--- config.mk ---
export PLATFORM = sky130hd
export DESIGN_NAME = md5_digest_stream
export DESIGN_NICKNAME = d
export VERILOG_FILES = /design/src/hdl/md5_pkg.sv /design/src/hdl/md5_cmd_queue.sv /design/src/hdl/md5_front.sv /design/src/hdl/md5_core.sv /design/src/hdl/md5_digest_stream.sv
export SDC_FILE = /design/constraint.sdc
export NUM_CORES = 2
export LEC_CHECK = 0
export ABC_AREA = 0
export ABC_CLOCK_PERIOD_IN_PS = 9250
export BUFFER_PORTS_ARGS = -buffer_cell sky130_fd_sc_hd__buf_2
export CAP_MARGIN = 0
export CORE_MARGIN = 2
export CORE_UTILIZATION = 63
export DETAILED_ROUTE_END_ITERATION = 8
export MAX_ROUTING_LAYER = met4
export PLACE_DENSITY = 0.77
export SYNTH_ARGS = -nofsm -noshare
export SYNTH_HDL_FRONTEND = slang
export SYNTH_SLANG_ARGS = --single-unit
--- constraint.sdc ---
create_clock -name clk -period 9.25 [get_ports clk]
set_clock_uncertainty 0.2 [all_clocks]
set_input_delay 1.85 -clock clk [delete_from_list [all_inputs] [get_ports clk]]
set_output_delay 1.85 -clock clk [all_outputs]
set_load 0.03 [all_outputs]
--- src/hdl/md5_pkg.sv ---
// md5_pkg: shared types, constants and round functions of the md5 digest stream
// depends on nothing; imported by every module of the block
package md5_pkg;

  // command queue between front and back
  localparam int QDEPTH = 4;
  localparam int QPTR_W = $clog2(QDEPTH);
  localparam int QCNT_W = $clog2(QDEPTH + 1);

  // initial chaining values
  localparam logic [31:0] IV_A = 32'h67452301;
  localparam logic [31:0] IV_B = 32'hefcdab89;
  localparam logic [31:0] IV_C = 32'h98badcfe;
  localparam logic [31:0] IV_D = 32'h10325476;

  localparam logic [31:0] PAD_WORD  = 32'h00000080;
  localparam logic [3:0]  LEN_SLOT  = 4'd14;
  localparam logic [3:0]  LAST_SLOT = 4'd15;
  localparam logic [2:0]  FULL_BYTES = 3'd4;
  localparam logic [5:0]  LAST_ROUND = 6'd63;

  // one queue entry: a word for the block buffer or a digest request
  typedef struct packed {
    logic        emit;
    logic [31:0] word;
  } cmd_t;

  typedef struct packed {
    logic full;
    logic empty;
  } q_stat_t;

  typedef enum logic [2:0] {
    F_IDLE,
    F_X80,
    F_PAD,
    F_LEN_HI,
    F_TERM
  } f_state_t;

  typedef enum logic [2:0] {
    B_IDLE,
    B_LOAD,
    B_ROUND,
    B_ADD,
    B_OUT
  } b_state_t;

  localparam logic [31:0] ROUND_K [64] = '{
    32'hd76aa478, 32'he8c7b756, 32'h242070db, 32'hc1bdceee,
    32'hf57c0faf, 32'h4787c62a, 32'ha8304613, 32'hfd469501,
    32'h698098d8, 32'h8b44f7af, 32'hffff5bb1, 32'h895cd7be,
    32'h6b901122, 32'hfd987193, 32'ha679438e, 32'h49b40821,
    32'hf61e2562, 32'hc040b340, 32'h265e5a51, 32'he9b6c7aa,
    32'hd62f105d, 32'h02441453, 32'hd8a1e681, 32'he7d3fbc8,
    32'h21e1cde6, 32'hc33707d6, 32'hf4d50d87, 32'h455a14ed,
    32'ha9e3e905, 32'hfcefa3f8, 32'h676f02d9, 32'h8d2a4c8a,
    32'hfffa3942, 32'h8771f681, 32'h6d9d6122, 32'hfde5380c,
    32'ha4beea44, 32'h4bdecfa9, 32'hf6bb4b60, 32'hbebfbc70,
    32'h289b7ec6, 32'heaa127fa, 32'hd4ef3085, 32'h04881d05,
    32'hd9d4d039, 32'he6db99e5, 32'h1fa27cf8, 32'hc4ac5665,
    32'hf4292244, 32'h432aff97, 32'hab9423a7, 32'hfc93a039,
    32'h655b59c3, 32'h8f0ccc92, 32'hffeff47d, 32'h85845dd1,
    32'h6fa87e4f, 32'hfe2ce6e0, 32'ha3014314, 32'h4e0811a1,
    32'hf7537e82, 32'hbd3af235, 32'h2ad7d2bb, 32'heb86d391
  };

  localparam logic [4:0] ROT_AMT [16] = '{
    5'd7, 5'd12, 5'd17, 5'd22, 5'd5, 5'd9, 5'd14, 5'd20,
    5'd4, 5'd11, 5'd16, 5'd23, 5'd6, 5'd10, 5'd15, 5'd21
  };

  // message word used by a round
  function automatic logic [3:0] md5_msg_idx(input logic [5:0] r);
    logic [7:0] rx;
    logic [7:0] t;
    rx = {2'b00, r};
    case (r[5:4])
      2'd0:    t = rx;
      2'd1:    t = 8'd5 * rx + 8'd1;
      2'd2:    t = 8'd3 * rx + 8'd5;
      default: t = 8'd7 * rx;
    endcase
    return t[3:0];
  endfunction

  function automatic logic [4:0] md5_rot_amt(input logic [5:0] r);
    return ROT_AMT[{r[5:4], r[1:0]}];
  endfunction

  // nonlinear function of the round group
  function automatic logic [31:0] md5_f(input logic [1:0] grp, input logic [31:0] b,
                                        input logic [31:0] c, input logic [31:0] d);
    logic [31:0] f;
    case (grp)
      2'd0:    f = (b & c) | (~b & d);
      2'd1:    f = (d & b) | (~d & c);
      2'd2:    f = b ^ c ^ d;
      default: f = c ^ (b | ~d);
    endcase
    return f;
  endfunction

  function automatic logic [31:0] md5_rotl(input logic [31:0] x, input logic [4:0] s);
    logic [63:0] t;
    t = {x, x} << s;
    return t[63:32];
  endfunction

endpackage

--- src/hdl/md5_cmd_queue.sv ---
// md5_cmd_queue: short register queue of commands between front and back
// depends on md5_pkg
module md5_cmd_queue
  import md5_pkg::*;
(
  input  logic    clk,
  input  logic    rst_n,
  input  logic    enq,
  input  cmd_t    enq_cmd,
  input  logic    deq,
  output cmd_t    head,
  output q_stat_t stat
);

  cmd_t              slot_r [QDEPTH];
  logic [QPTR_W-1:0] wr_ptr_r, rd_ptr_r;
  logic [QCNT_W-1:0] cnt_r;
  logic              do_enq, do_deq;

  assign stat.full  = (cnt_r == QCNT_W'(QDEPTH));
  assign stat.empty = (cnt_r == '0);
  assign do_enq     = enq && !stat.full;
  assign do_deq     = deq && !stat.empty;
  assign head       = slot_r[rd_ptr_r];

  // pointers and fill count
  always_ff @(posedge clk) begin
    if (!rst_n) begin
      wr_ptr_r <= '0;
      rd_ptr_r <= '0;
      cnt_r    <= '0;
    end else begin
      if (do_enq) wr_ptr_r <= wr_ptr_r + 1'b1;
      if (do_deq) rd_ptr_r <= rd_ptr_r + 1'b1;
      if (do_enq && !do_deq) cnt_r <= cnt_r + 1'b1;
      else if (do_deq && !do_enq) cnt_r <= cnt_r - 1'b1;
    end
  end

  // entry storage
  always_ff @(posedge clk) begin
    if (do_enq) slot_r[wr_ptr_r] <= enq_cmd;
  end

endmodule

--- src/hdl/md5_front.sv ---
// md5_front: accepts message words, tracks length, expands padding into commands
// depends on md5_pkg
module md5_front
  import md5_pkg::*;
(
  input  logic        clk,
  input  logic        rst_n,
  input  logic        push,
  output logic        full,
  input  logic [31:0] message_word,
  input  logic [2:0]  valid_bytes,
  input  logic        final_word,
  input  q_stat_t     q_stat,
  output logic        enq,
  output cmd_t        enq_cmd
);

  f_state_t    state_r, state_nxt;
  logic [3:0]  fill_r, fill_nxt;
  logic [63:0] len_r, len_nxt;
  logic [2:0]  nbytes;
  logic [31:0] tail_word;
  logic        take;

  assign full = (state_r != F_IDLE) || q_stat.full;
  assign take = push && !full;

  // saturate the byte count and build the last data word, with its pad byte when it is short
  always_comb begin
    nbytes = (valid_bytes > FULL_BYTES) ? FULL_BYTES : valid_bytes;
    case (nbytes)
      3'd0:    tail_word = PAD_WORD;
      3'd1:    tail_word = {16'h0000, PAD_WORD[7:0], message_word[7:0]};
      3'd2:    tail_word = {8'h00, PAD_WORD[7:0], message_word[15:0]};
      3'd3:    tail_word = {PAD_WORD[7:0], message_word[23:0]};
      default: tail_word = message_word;
    endcase
  end

  // next state and command generation
  always_comb begin
    state_nxt    = state_r;
    fill_nxt     = fill_r;
    len_nxt      = len_r;
    enq          = 1'b0;
    enq_cmd.emit = 1'b0;
    enq_cmd.word = message_word;
    unique case (state_r)
      F_IDLE: begin
        if (take) begin
          enq      = 1'b1;
          fill_nxt = fill_r + 1'b1;
          if (!final_word) begin
            len_nxt = len_r + 64'd32;
          end else begin
            len_nxt      = len_r + {58'd0, nbytes, 3'b000};
            enq_cmd.word = tail_word;
            state_nxt    = (nbytes == FULL_BYTES) ? F_X80 : F_PAD;
          end
        end
      end
      F_X80: begin
        enq_cmd.word = PAD_WORD;
        if (!q_stat.full) begin
          enq       = 1'b1;
          fill_nxt  = fill_r + 1'b1;
          state_nxt = F_PAD;
        end
      end
      F_PAD: begin
        enq_cmd.word = (fill_r == LEN_SLOT) ? len_r[31:0] : 32'h0;
        if (!q_stat.full) begin
          enq      = 1'b1;
          fill_nxt = fill_r + 1'b1;
          if (fill_r == LEN_SLOT) state_nxt = F_LEN_HI;
        end
      end
      F_LEN_HI: begin
        enq_cmd.word = len_r[63:32];
        if (!q_stat.full) begin
          enq       = 1'b1;
          fill_nxt  = fill_r + 1'b1;
          state_nxt = F_TERM;
        end
      end
      F_TERM: begin
        enq_cmd.emit = 1'b1;
        if (!q_stat.full) begin
          enq       = 1'b1;
          fill_nxt  = '0;
          len_nxt   = '0;
          state_nxt = F_IDLE;
        end
      end
      default: state_nxt = F_IDLE;
    endcase
  end

  // state, slot position and bit length
  always_ff @(posedge clk) begin
    if (!rst_n) begin
      state_r <= F_IDLE;
      fill_r  <= '0;
      len_r   <= '0;
    end else begin
      state_r <= state_nxt;
      fill_r  <= fill_nxt;
      len_r   <= len_nxt;
    end
  end

endmodule

--- src/hdl/md5_core.sv ---
// md5_core: block buffer, one-round-per-cycle compression and digest output
// depends on md5_pkg
module md5_core
  import md5_pkg::*;
(
  input  logic        clk,
  input  logic        rst_n,
  input  cmd_t        head,
  input  q_stat_t     q_stat,
  output logic        deq,
  output logic        empty,
  input  logic        pop,
  output logic [31:0] digest_word,
  output logic [1:0]  word_index,
  output logic        last_of_digest
);

  b_state_t    state_r, state_nxt;
  logic [31:0] buf_r [16];
  logic [31:0] chain_r [4];
  logic [31:0] a_r, b_r, c_r, d_r;
  logic [31:0] km_r;
  logic [5:0]  rnd_r, rnd_next;
  logic [3:0]  fill_r;
  logic [1:0]  idx_r;
  logic [31:0] sum, rot;
  logic        take_word, beat;

  assign empty          = (state_r != B_OUT);
  assign beat           = pop && !empty;
  assign digest_word    = chain_r[idx_r];
  assign word_index     = idx_r;
  assign last_of_digest = (idx_r == 2'd3);
  assign rnd_next       = rnd_r + 1'b1;

  // one round of the compression
  assign sum = md5_f(rnd_r[5:4], b_r, c_r, d_r) + a_r + km_r;
  assign rot = md5_rotl(sum, md5_rot_amt(rnd_r));

  // next state and queue pop
  always_comb begin
    state_nxt = state_r;
    deq       = 1'b0;
    take_word = 1'b0;
    unique case (state_r)
      B_IDLE: begin
        if (!q_stat.empty) begin
          deq = 1'b1;
          if (head.emit) begin
            state_nxt = B_OUT;
          end else begin
            take_word = 1'b1;
            if (fill_r == LAST_SLOT) state_nxt = B_LOAD;
          end
        end
      end
      B_LOAD:  state_nxt = B_ROUND;
      B_ROUND: if (rnd_r == LAST_ROUND) state_nxt = B_ADD;
      B_ADD:   state_nxt = B_IDLE;
      B_OUT:   if (beat && idx_r == 2'd3) state_nxt = B_IDLE;
      default: state_nxt = B_IDLE;
    endcase
  end

  // control registers and chaining words
  always_ff @(posedge clk) begin
    if (!rst_n) begin
      state_r    <= B_IDLE;
      fill_r     <= '0;
      idx_r      <= '0;
      rnd_r      <= '0;
      chain_r[0] <= IV_A;
      chain_r[1] <= IV_B;
      chain_r[2] <= IV_C;
      chain_r[3] <= IV_D;
    end else begin
      state_r <= state_nxt;
      if (take_word) fill_r <= fill_r + 1'b1;
      if (state_r == B_LOAD) rnd_r <= '0;
      else if (state_r == B_ROUND) rnd_r <= rnd_next;
      if (state_r == B_ADD) begin
        chain_r[0] <= chain_r[0] + a_r;
        chain_r[1] <= chain_r[1] + b_r;
        chain_r[2] <= chain_r[2] + c_r;
        chain_r[3] <= chain_r[3] + d_r;
      end
      if (beat) begin
        idx_r <= idx_r + 1'b1;
        if (idx_r == 2'd3) begin
          chain_r[0] <= IV_A;
          chain_r[1] <= IV_B;
          chain_r[2] <= IV_C;
          chain_r[3] <= IV_D;
        end
      end
    end
  end

  // block buffer
  always_ff @(posedge clk) begin
    if (take_word) buf_r[fill_r] <= head.word;
  end

  // working variables and prefetched constant plus message word
  always_ff @(posedge clk) begin
    if (state_r == B_LOAD) begin
      a_r  <= chain_r[0];
      b_r  <= chain_r[1];
      c_r  <= chain_r[2];
      d_r  <= chain_r[3];
      km_r <= ROUND_K[0] + buf_r[md5_msg_idx(6'd0)];
    end else if (state_r == B_ROUND) begin
      a_r  <= d_r;
      d_r  <= c_r;
      c_r  <= b_r;
      b_r  <= b_r + rot;
      km_r <= ROUND_K[rnd_next] + buf_r[md5_msg_idx(rnd_next)];
    end
  end

endmodule

--- src/hdl/md5_digest_stream.sv ---
// md5_digest_stream: a message word is taken while the front is idle and the command queue
// has room. the back buffers 16 words, then loads, runs 64 rounds and adds into the chain,
// taking no new word meanwhile, so the single round unit sets the sustained rate.
// a final word adds the padding words, then four digest beats follow, one per cycle with pop.
// reset: synchronous active-low rst_n clears control and loads the initial chain.
module md5_digest_stream
  import md5_pkg::*;
(
  input  logic        clk,
  input  logic        rst_n,
  input  logic        push,
  output logic        full,
  input  logic [31:0] in_message_word,
  input  logic [2:0]  in_valid_bytes,
  input  logic        in_final_word,
  output logic        empty,
  input  logic        pop,
  output logic [31:0] out_digest_word,
  output logic [1:0]  out_word_index,
  output logic        out_last_of_digest
);

  q_stat_t q_stat;
  cmd_t    enq_cmd, head;
  logic    enq, deq;

  // front: accept beats, pad and count length
  md5_front u_front (
    .clk          (clk),
    .rst_n        (rst_n),
    .push         (push),
    .full         (full),
    .message_word (in_message_word),
    .valid_bytes  (in_valid_bytes),
    .final_word   (in_final_word),
    .q_stat       (q_stat),
    .enq          (enq),
    .enq_cmd      (enq_cmd)
  );

  // command queue
  md5_cmd_queue u_queue (
    .clk     (clk),
    .rst_n   (rst_n),
    .enq     (enq),
    .enq_cmd (enq_cmd),
    .deq     (deq),
    .head    (head),
    .stat    (q_stat)
  );

  // back: compression and digest beats
  md5_core u_core (
    .clk            (clk),
    .rst_n          (rst_n),
    .head           (head),
    .q_stat         (q_stat),
    .deq            (deq),
    .empty          (empty),
    .pop            (pop),
    .digest_word    (out_digest_word),
    .word_index     (out_word_index),
    .last_of_digest (out_last_of_digest)
  );

endmodule

-- Yosys cells after proc, flatten, opt, wreduce, memory -nomap -nowiden
Memory sizes are Yosys's and may differ from the RTL's. A register that Yosys moved wholly into a read port is not among the register bits.
Index checks and enable logic that the tools add are counted.
- register bits after elaboration: 253
- memories: 5
- bits in read-only memories: 2128
- bits in writable memories: 772
- input port bits: 40
- word-level logic and storage cells: 219
- output and inout port bits: 37
- memory list (memory ; depth ; width ; read ports ; clocked after Yosys merged registers in ; wr ports ; RTL line ; RTL):
    (no name shown) ; 64 ; 32 ; 1 ; 0 ; 0 ; md5_core.sv:117 ; km_r <= ROUND_K[rnd_next] + buf_r[md5_msg_idx(rnd_next)];
    u_core.buf_r ; 16 ; 32 ; 2 ; 0 ; 1 ; md5_core.sv:19 ; logic [31:0] buf_r [16];
    u_queue.slot_r ; 4 ; 33 ; 1 ; 1 ; 1 ; md5_cmd_queue.sv:15 ; cmd_t slot_r [QDEPTH];
    u_core.chain_r ; 4 ; 32 ; 5 ; 1 ; 4 ; md5_core.sv:20 ; logic [31:0] chain_r [4];
    (no name shown) ; 16 ; 5 ; 1 ; 0 ; 0 ; md5_pkg.sv:88 ; return ROT_AMT[{r[5:4], r[1:0]}];
- $add $sub $neg: 21
- multipliers: 3
- reductions and logical operators: 32
- mux-type cells: 82
- $lt $le $gt $ge: 3
- shift operators: 1
- bitwise gates (word level): 23
- eq/ne operators: 34
- operators by type and width (operator ; count):
    $mux W32 ; 23
    $add A32 B32 Y32 ; 8
    $pmux W32 S4 ; 2
    $mux W64 ; 3
    $and A32 B32 Y32 ; 4
    $pmux W64 S2 ; 1
    $or A32 B32 Y32 ; 3
    $pmux W32 S3 ; 1
    $xor A32 B32 Y32 ; 3
    $add A64 B6 Y64 ; 1
    $add A64 B6 Y64 const B ; 1
    $not A32 Y32 ; 2
    $shl A64 B5 Y64 ; 1
    $mux W3 ; 15
    $add A32 B32 Y32 const A ; 1
    $pmux W4 S3 ; 2
    $mux W1 ; 20
    $mux W4 ; 5
    $eq A3 B2 Y1 const B ; 6
    $pmux W3 S5 ; 1
    $ne A2 B2 Y1 const B ; 7
    $add A4 B1 Y4 const B ; 3
    $eq A3 B3 Y1 const B ; 4
    $logic_not A3 Y1 ; 4
    38 further kinds ; 78

-- Depth between registers and ports, before layout
- depth after elaboration: 11
- depth in mapped cells: 36
- mapped depth without buffers: 32

-- Hierarchy
From an unflattened synthesis, not the netlist that was laid out.
- cell total of the unflattened synthesis: 5568
- area total of the unflattened synthesis: 60897.2 µm²
- by module, submodules not included (module ; seq. area each (µm²) ; times used ; area each (µm²) ; cells an instance):
    md5_core ; 23722.8 ; 1 ; 51318.0 ; 4798
    md5_cmd_queue ; 4144.0 ; 1 ; 5297.6 ; 221
    md5_front ; 1361.3 ; 1 ; 4281.6 ; 549

-- Worst setup path after synthesis
No wires, ideal clock.
- path kind: register to register
- from: reg u_core.rnd_r[4]
- to: reg u_core.b_r[21], data pin
- required time: 8783 ps
- clock period less this slack: 8042 ps
- path buffers: 5
- arrival time: 7575 ps
- library setup time: 267 ps
- cell stages (with the launch flop): 35
- setup slack: 1208 ps
- cells stage by stage: dfxtp_1 -> buf_2 -> buf_6 -> clkbuf_1 -> clkbuf_1 -> clkbuf_1 -> nor3_1 -> a21oi_1 -> o22ai_1 -> fa_1 -> inv_1 -> ha_1 -> fa_1 -> a211oi_2 -> o21ai_1 -> or3b_4 -> a211oi_4 -> or4_1 -> and3_1 -> mux4_2 -> mux2i_1 -> mux2i_1 -> mux2_2 -> ha_1 -> o21a_1 -> o21ai_0 -> a21oi_1 -> o21ai_0 -> o21ai_0 -> o21ai_0 -> o311ai_0 -> a21o_1 -> a21oi_1 -> xor2_1 -> o21ai_0
- cells in the longest elaborated chain, start to end: 8
- elaborated cells between the ends (all ways): 14
- classes of those cells: add/sub (3); eq/ne (2); shift (1); mux (5); bitwise (1); reduce/logical (1); memory (1)
- ends and longest elaborated chain (item ; RTL line ; RTL):
    from (decl) ; md5_core.sv:23 ; logic [5:0] rnd_r, rnd_next;
    from (signal assigned) ; md5_core.sv:80 ; else if (state_r == B_ROUND) rnd_r <= rnd_next;
    $eq A2 B2 Y1, or another cell as far along ; md5_pkg.sv:95 ; case (grp)
    $pmux W32 S3 or $mem_v2 Z16 W5 (tied branches) ; - ;
    $add A32 B32 Y32 or $mux W5 (tied branches) (2 in series) ; md5_core.sv:37, md5_pkg.sv:88 ;
    $shl A64 B5 Y64 (*) ; md5_pkg.sv:106 ; t = {x, x} << s;
    $add A32 B32 Y32 (*) ; md5_core.sv:116 ; b_r <= b_r + rot;
    $mux W32 (*) ; md5_core.sv:112 ; end else if (state_r == B_ROUND) begin
    $mux W32 (*) ; md5_core.sv:106 ; if (state_r == B_LOAD) begin
    to (signal assigned) ; md5_core.sv:108 ; b_r <= chain_r[1];
    to (signal assigned) ; md5_core.sv:116 ;
    to (decl) ; md5_core.sv:21 ; logic [31:0] a_r, b_r, c_r, d_r;
Every way passes the cells marked *; elsewhere a longest branch is shown, timed or not. The select of a mux whose other input is x is not followed.
A chain may end at the register's enable or synchronous reset.

-- Final worst setup path
- from: reg u_core.rnd_r[4]
- to: reg u_core.b_r[31], data pin
The elaborated chain is that of the path after synthesis.

==> results.py <==
metrics = {
    "logic_synthesis": {
        "synthCells": 5686,
        "ys_ff_latch": 1026,
        "ys_seq_area_share_pct": 47.7,
        "synth_area_mm2": 0.0613,
        "synth_edf_count": 868,
        "async_flop_share_pct": 0,
        "ys_warn_count": 0,
        "synth_cell_type_count": 108,
        "avgSynthCellArea_um2": 10.8,
        "ys.flop_type": "edfxtp_1",
        "synth_nets": 6027,
    },
    "detailed_routing": {
        "wirelength_um": 192000,
        "wire_per_inst_um": 27.3,
        "vias": 48500,
        "dr.first_iter.drc_count": 6678,
        "final_antenna_net_count": 0,
        "drc": 0,
        "dr.pass1.iters": 9,
        "via_per_inst": 6.89,
    },
    "timing": {
        "hold_viol": 0,
        "slew_violations": 0,
        "post-route-period-util_pct": 93.8,
        "finalSetupViolations": 0,
        "setup-tns-final_ns": 0,
        "max-slew-margin-rel_pct": 17.0,
        "period_minus_slack_ns": 8.68,
        "grt_setup_unrepaired": "no",
        "tightest_slew_ns": 1.23,
        "fmax_mhz": 115,
        "fin_ws_ns": 0.574,
    },
    "critical_path": {
        "max_stage_delay_ns": 0.52,
        "cp_data_arrival_time_ns": 9.02,
        "crit_required_ns": 9.59,
        "cpMaxStageDelayCell": "mux4_2",
        "cpMostUsedCell": "o21ai_0",
        "path_class": "register to register",
        "critPathCaptureType": "register",
        "cp-start-kind": "register",
        "crit_fanout": 66,
    },
    "power_and_ir_drop": {
        "p_seq_share_pct": 49.5,
        "p_int_mw": 8.82,
        "irDropWorstVdd_mv": 0.308,
        "p_per_area_mw_per_mm2": 186,
        "p_clk_share_pct": 34.0,
        "switching_share_pct": 28.8,
        "switchingPower_mw": 3.57,
        "comb_power_share_pct": 16.5,
        "leakagePower_nw": 24.8,
        "power_mw": 12.4,
    },
    "placement": {
        "dpl_cell_area_mm2": 0.0632,
        "gp_congestion": 1.00,
        "pre_cts_ws_ns": 0.468,
        "port_buffers": 76,
        "hpwl_um": 128000,
        "dp_cells": 6846,
    },
    "grt": {
        "grt_first_pass_wirelength_um": 288000,
        "gr-usage-all-layers_pct": 39.6,
        "antenna_found_initial": 7,
        "grt_max_degree": 165,
        "grt_overflow": 0,
        "grt_pass1_vias": 45800,
    },
    "final_layout": {
        "drive_gt1_share_pct": 11.9,
        "multi_input_area_mm2": 0.0301,
        "syn_to_final_growth_pct": 8.64,
        "seq_area_mm2": 0.0292,
        "num-nets-final": 6014,
        "final_area_mm2": 0.0666,
        "num-fill-cells": 6818,
        "stdcell_count": 7038,
    },
    "floorplan": {
        "fp.dieW_um": 316,
        "rows": 114,
        "fp.coreArea_mm2": 0.0966,
        "die_y_um": 316,
        "start_util_pct": 63.5,
        "ioPinCount": 77,
        "dieArea_mm2": 0.0998,
    },
    "clock_tree": {
        "clockBufferDepth": 3,
        "clkSinkCount": 1026,
        "cts_buffers": 101,
        "clkSlewWorstSetupHoldPaths_ns": 0.06,
        "clk_latency_ns": 0.72,
        "cts_resized": 0,
        "post_cts_buffers": 0,
        "cts_tree": "yes",
        "ctsHoldBuffers": 0,
        "cts_root_buffer": "clkbuf_16",
        "h-tree-depth": 3,
    },
    "run": {
        "cap_viol_max_count": 0,
    },
    "hold_path": {
        "hold_path_class": "register to register",
    },
    "outcome": {
        "outcome": "completed",
    },
}
==> final cells by class <==
class | instances | area share [%]
multi-input cells | 4081 | 45.1
flip-flops and latches | 1026 | 43.9
clock buffers | 133 | 4.11
well taps | 1276 | 2.40
repair buffers | 188 | 1.97
inverters | 275 | 1.55
clock inverters | 52 | 0.909
diodes | 7 | 0.0263
==> placed cells by master (no fill, tap or decap), drive strengths merged, types with 50 or more instances in the layout <==
cell,n
xor2,154
a21oi,398
xnor2,141
o22ai,50
or3,52
nor3,159
edfxtp,868
dfxtp,158
mux2i,108
ha,258
mux4,200
nand2,751
nor2,322
clkbuf,133
buf,188
o21ai,370
inv,276
a211oi,57
a21o,104
nand3,126
==> worst paths after layout <==
check	from	to	slack, ns	depth (start not counted)
setup / recovery	u_core.rnd_r[4]$_SDFFE_PP0P_	u_core.b_r[31]$_DFFE_PP_	0.57	32
hold / removal	u_core.chain_r[3][11]$_SDFFE_PP0P_	u_core.chain_r[3][11]$_SDFFE_PP0P_	0.29	2
setup reg to reg	u_core.rnd_r[4]$_SDFFE_PP0P_	u_core.b_r[31]$_DFFE_PP_	0.57	32
hold reg to reg	u_core.chain_r[3][11]$_SDFFE_PP0P_	u_core.chain_r[3][11]$_SDFFE_PP0P_	0.29	2
==> power by group through the flow <==
stage	clock network (mW)	logic, mW	registers, mW
after floorplan	0	1.29	6.07
after global placement	0	1.92	6.16
after detailed placement	0	1.98	6.19
after CTS	4.22	2.03	6.12
after global routing	4.38	2.18	6.14
final	4.21	2.04	6.13
==> worst max-delay path: cells and delay by family (launching register included) <==
kind / cells / cell delay (ns)
xor+xnor: 2 / 0.44
fa+ha+maj: 3 / 1.17
compound gates: 15 / 3.79
mux: 4 / 1.12
simple gates: 4 / 0.62
flops: 1 / 0.50
buf+inv: 4 / 0.67
==> cell families (layout without fill, tap and decap cells) <==
logic type / count (synthesis) / count (layout) / share of synthesized area, %
AO/OA/AOI/OAI: 1407 / 1407 / 14.7
XOR/XNOR: 295 / 295 / 4.25
adder cells (fa/ha/maj): 301 / 301 / 6.67
buffers and inverters: 579 / 648 / 3.77
flip-flops: 1026 / 1026 / 47.7
multiplexers: 357 / 357 / 10.0
other: 0 / 7 / 0
AND/OR/NAND/NOR: 1721 / 1721 / 12.9
==> per-stage QoR <==
step / hold WS (ns) / util [%]
finish: 0.295 / 69.0
floorplan: 0.255 / -
CTS: 0.292 / 68.9
global placement: 0.271 / 65.5
detailed placement: 0.287 / 65.5
global route: 0.316 / 69.0
==> registers in the layout, indices dropped and copies added, names as in the netlist, 61 cells and up, named ones only <==
name	count
u_core.buf_r	512
u_front.len_r	61
u_core.chain_r	128
u_queue.slot_r	132
==> synth_stat cells, types with 30 or more instances <==
cell type	count	area share, %
nor3b_1	43	0.53
nand2_1	750	4.6
buf_1	43	0.26
mux2_2	49	0.90
mux2i_1	108	1.8
nand2b_1	40	0.41
a211oi_1	54	0.66
xnor2_1	139	2.0
nand3_1	125	1.0
ha_1	258	5.3
clkbuf_1	215	1.3
and2_1	39	0.40
dfxtp_1	158	5.2
o22ai_1	50	0.51
o211ai_1	46	0.56
o21ai_0	350	2.9
inv_1	272	1.7
nor2b_1	40	0.41
nor3_1	157	1.3
a31oi_1	41	0.42
mux4_2	200	7.3
nor2_1	319	2.0
or3_1	52	0.53
o311a_1	32	0.52
o21bai_1	30	0.37
xor2_1	153	2.2
fa_1	43	1.4
nand4_1	35	0.36
edfxtp_1	868	43
o21a_1	49	0.60
a21o_1	101	1.2
and3_1	48	0.49
a21oi_1	394	3.2
==> routing by layer <==
layer / vias up / track usage (%) / wire length, um
li1: 21200 / - / -
met1: 23800 / 50.2 / 72500
met2: 2930 / 63.0 / 91800
met3: 545 / 7.11 / 18800
met4: 0 / 17.1 / 9340
met5: - / - / 0
No activity file was read; power rests on OpenSTA's default activity.
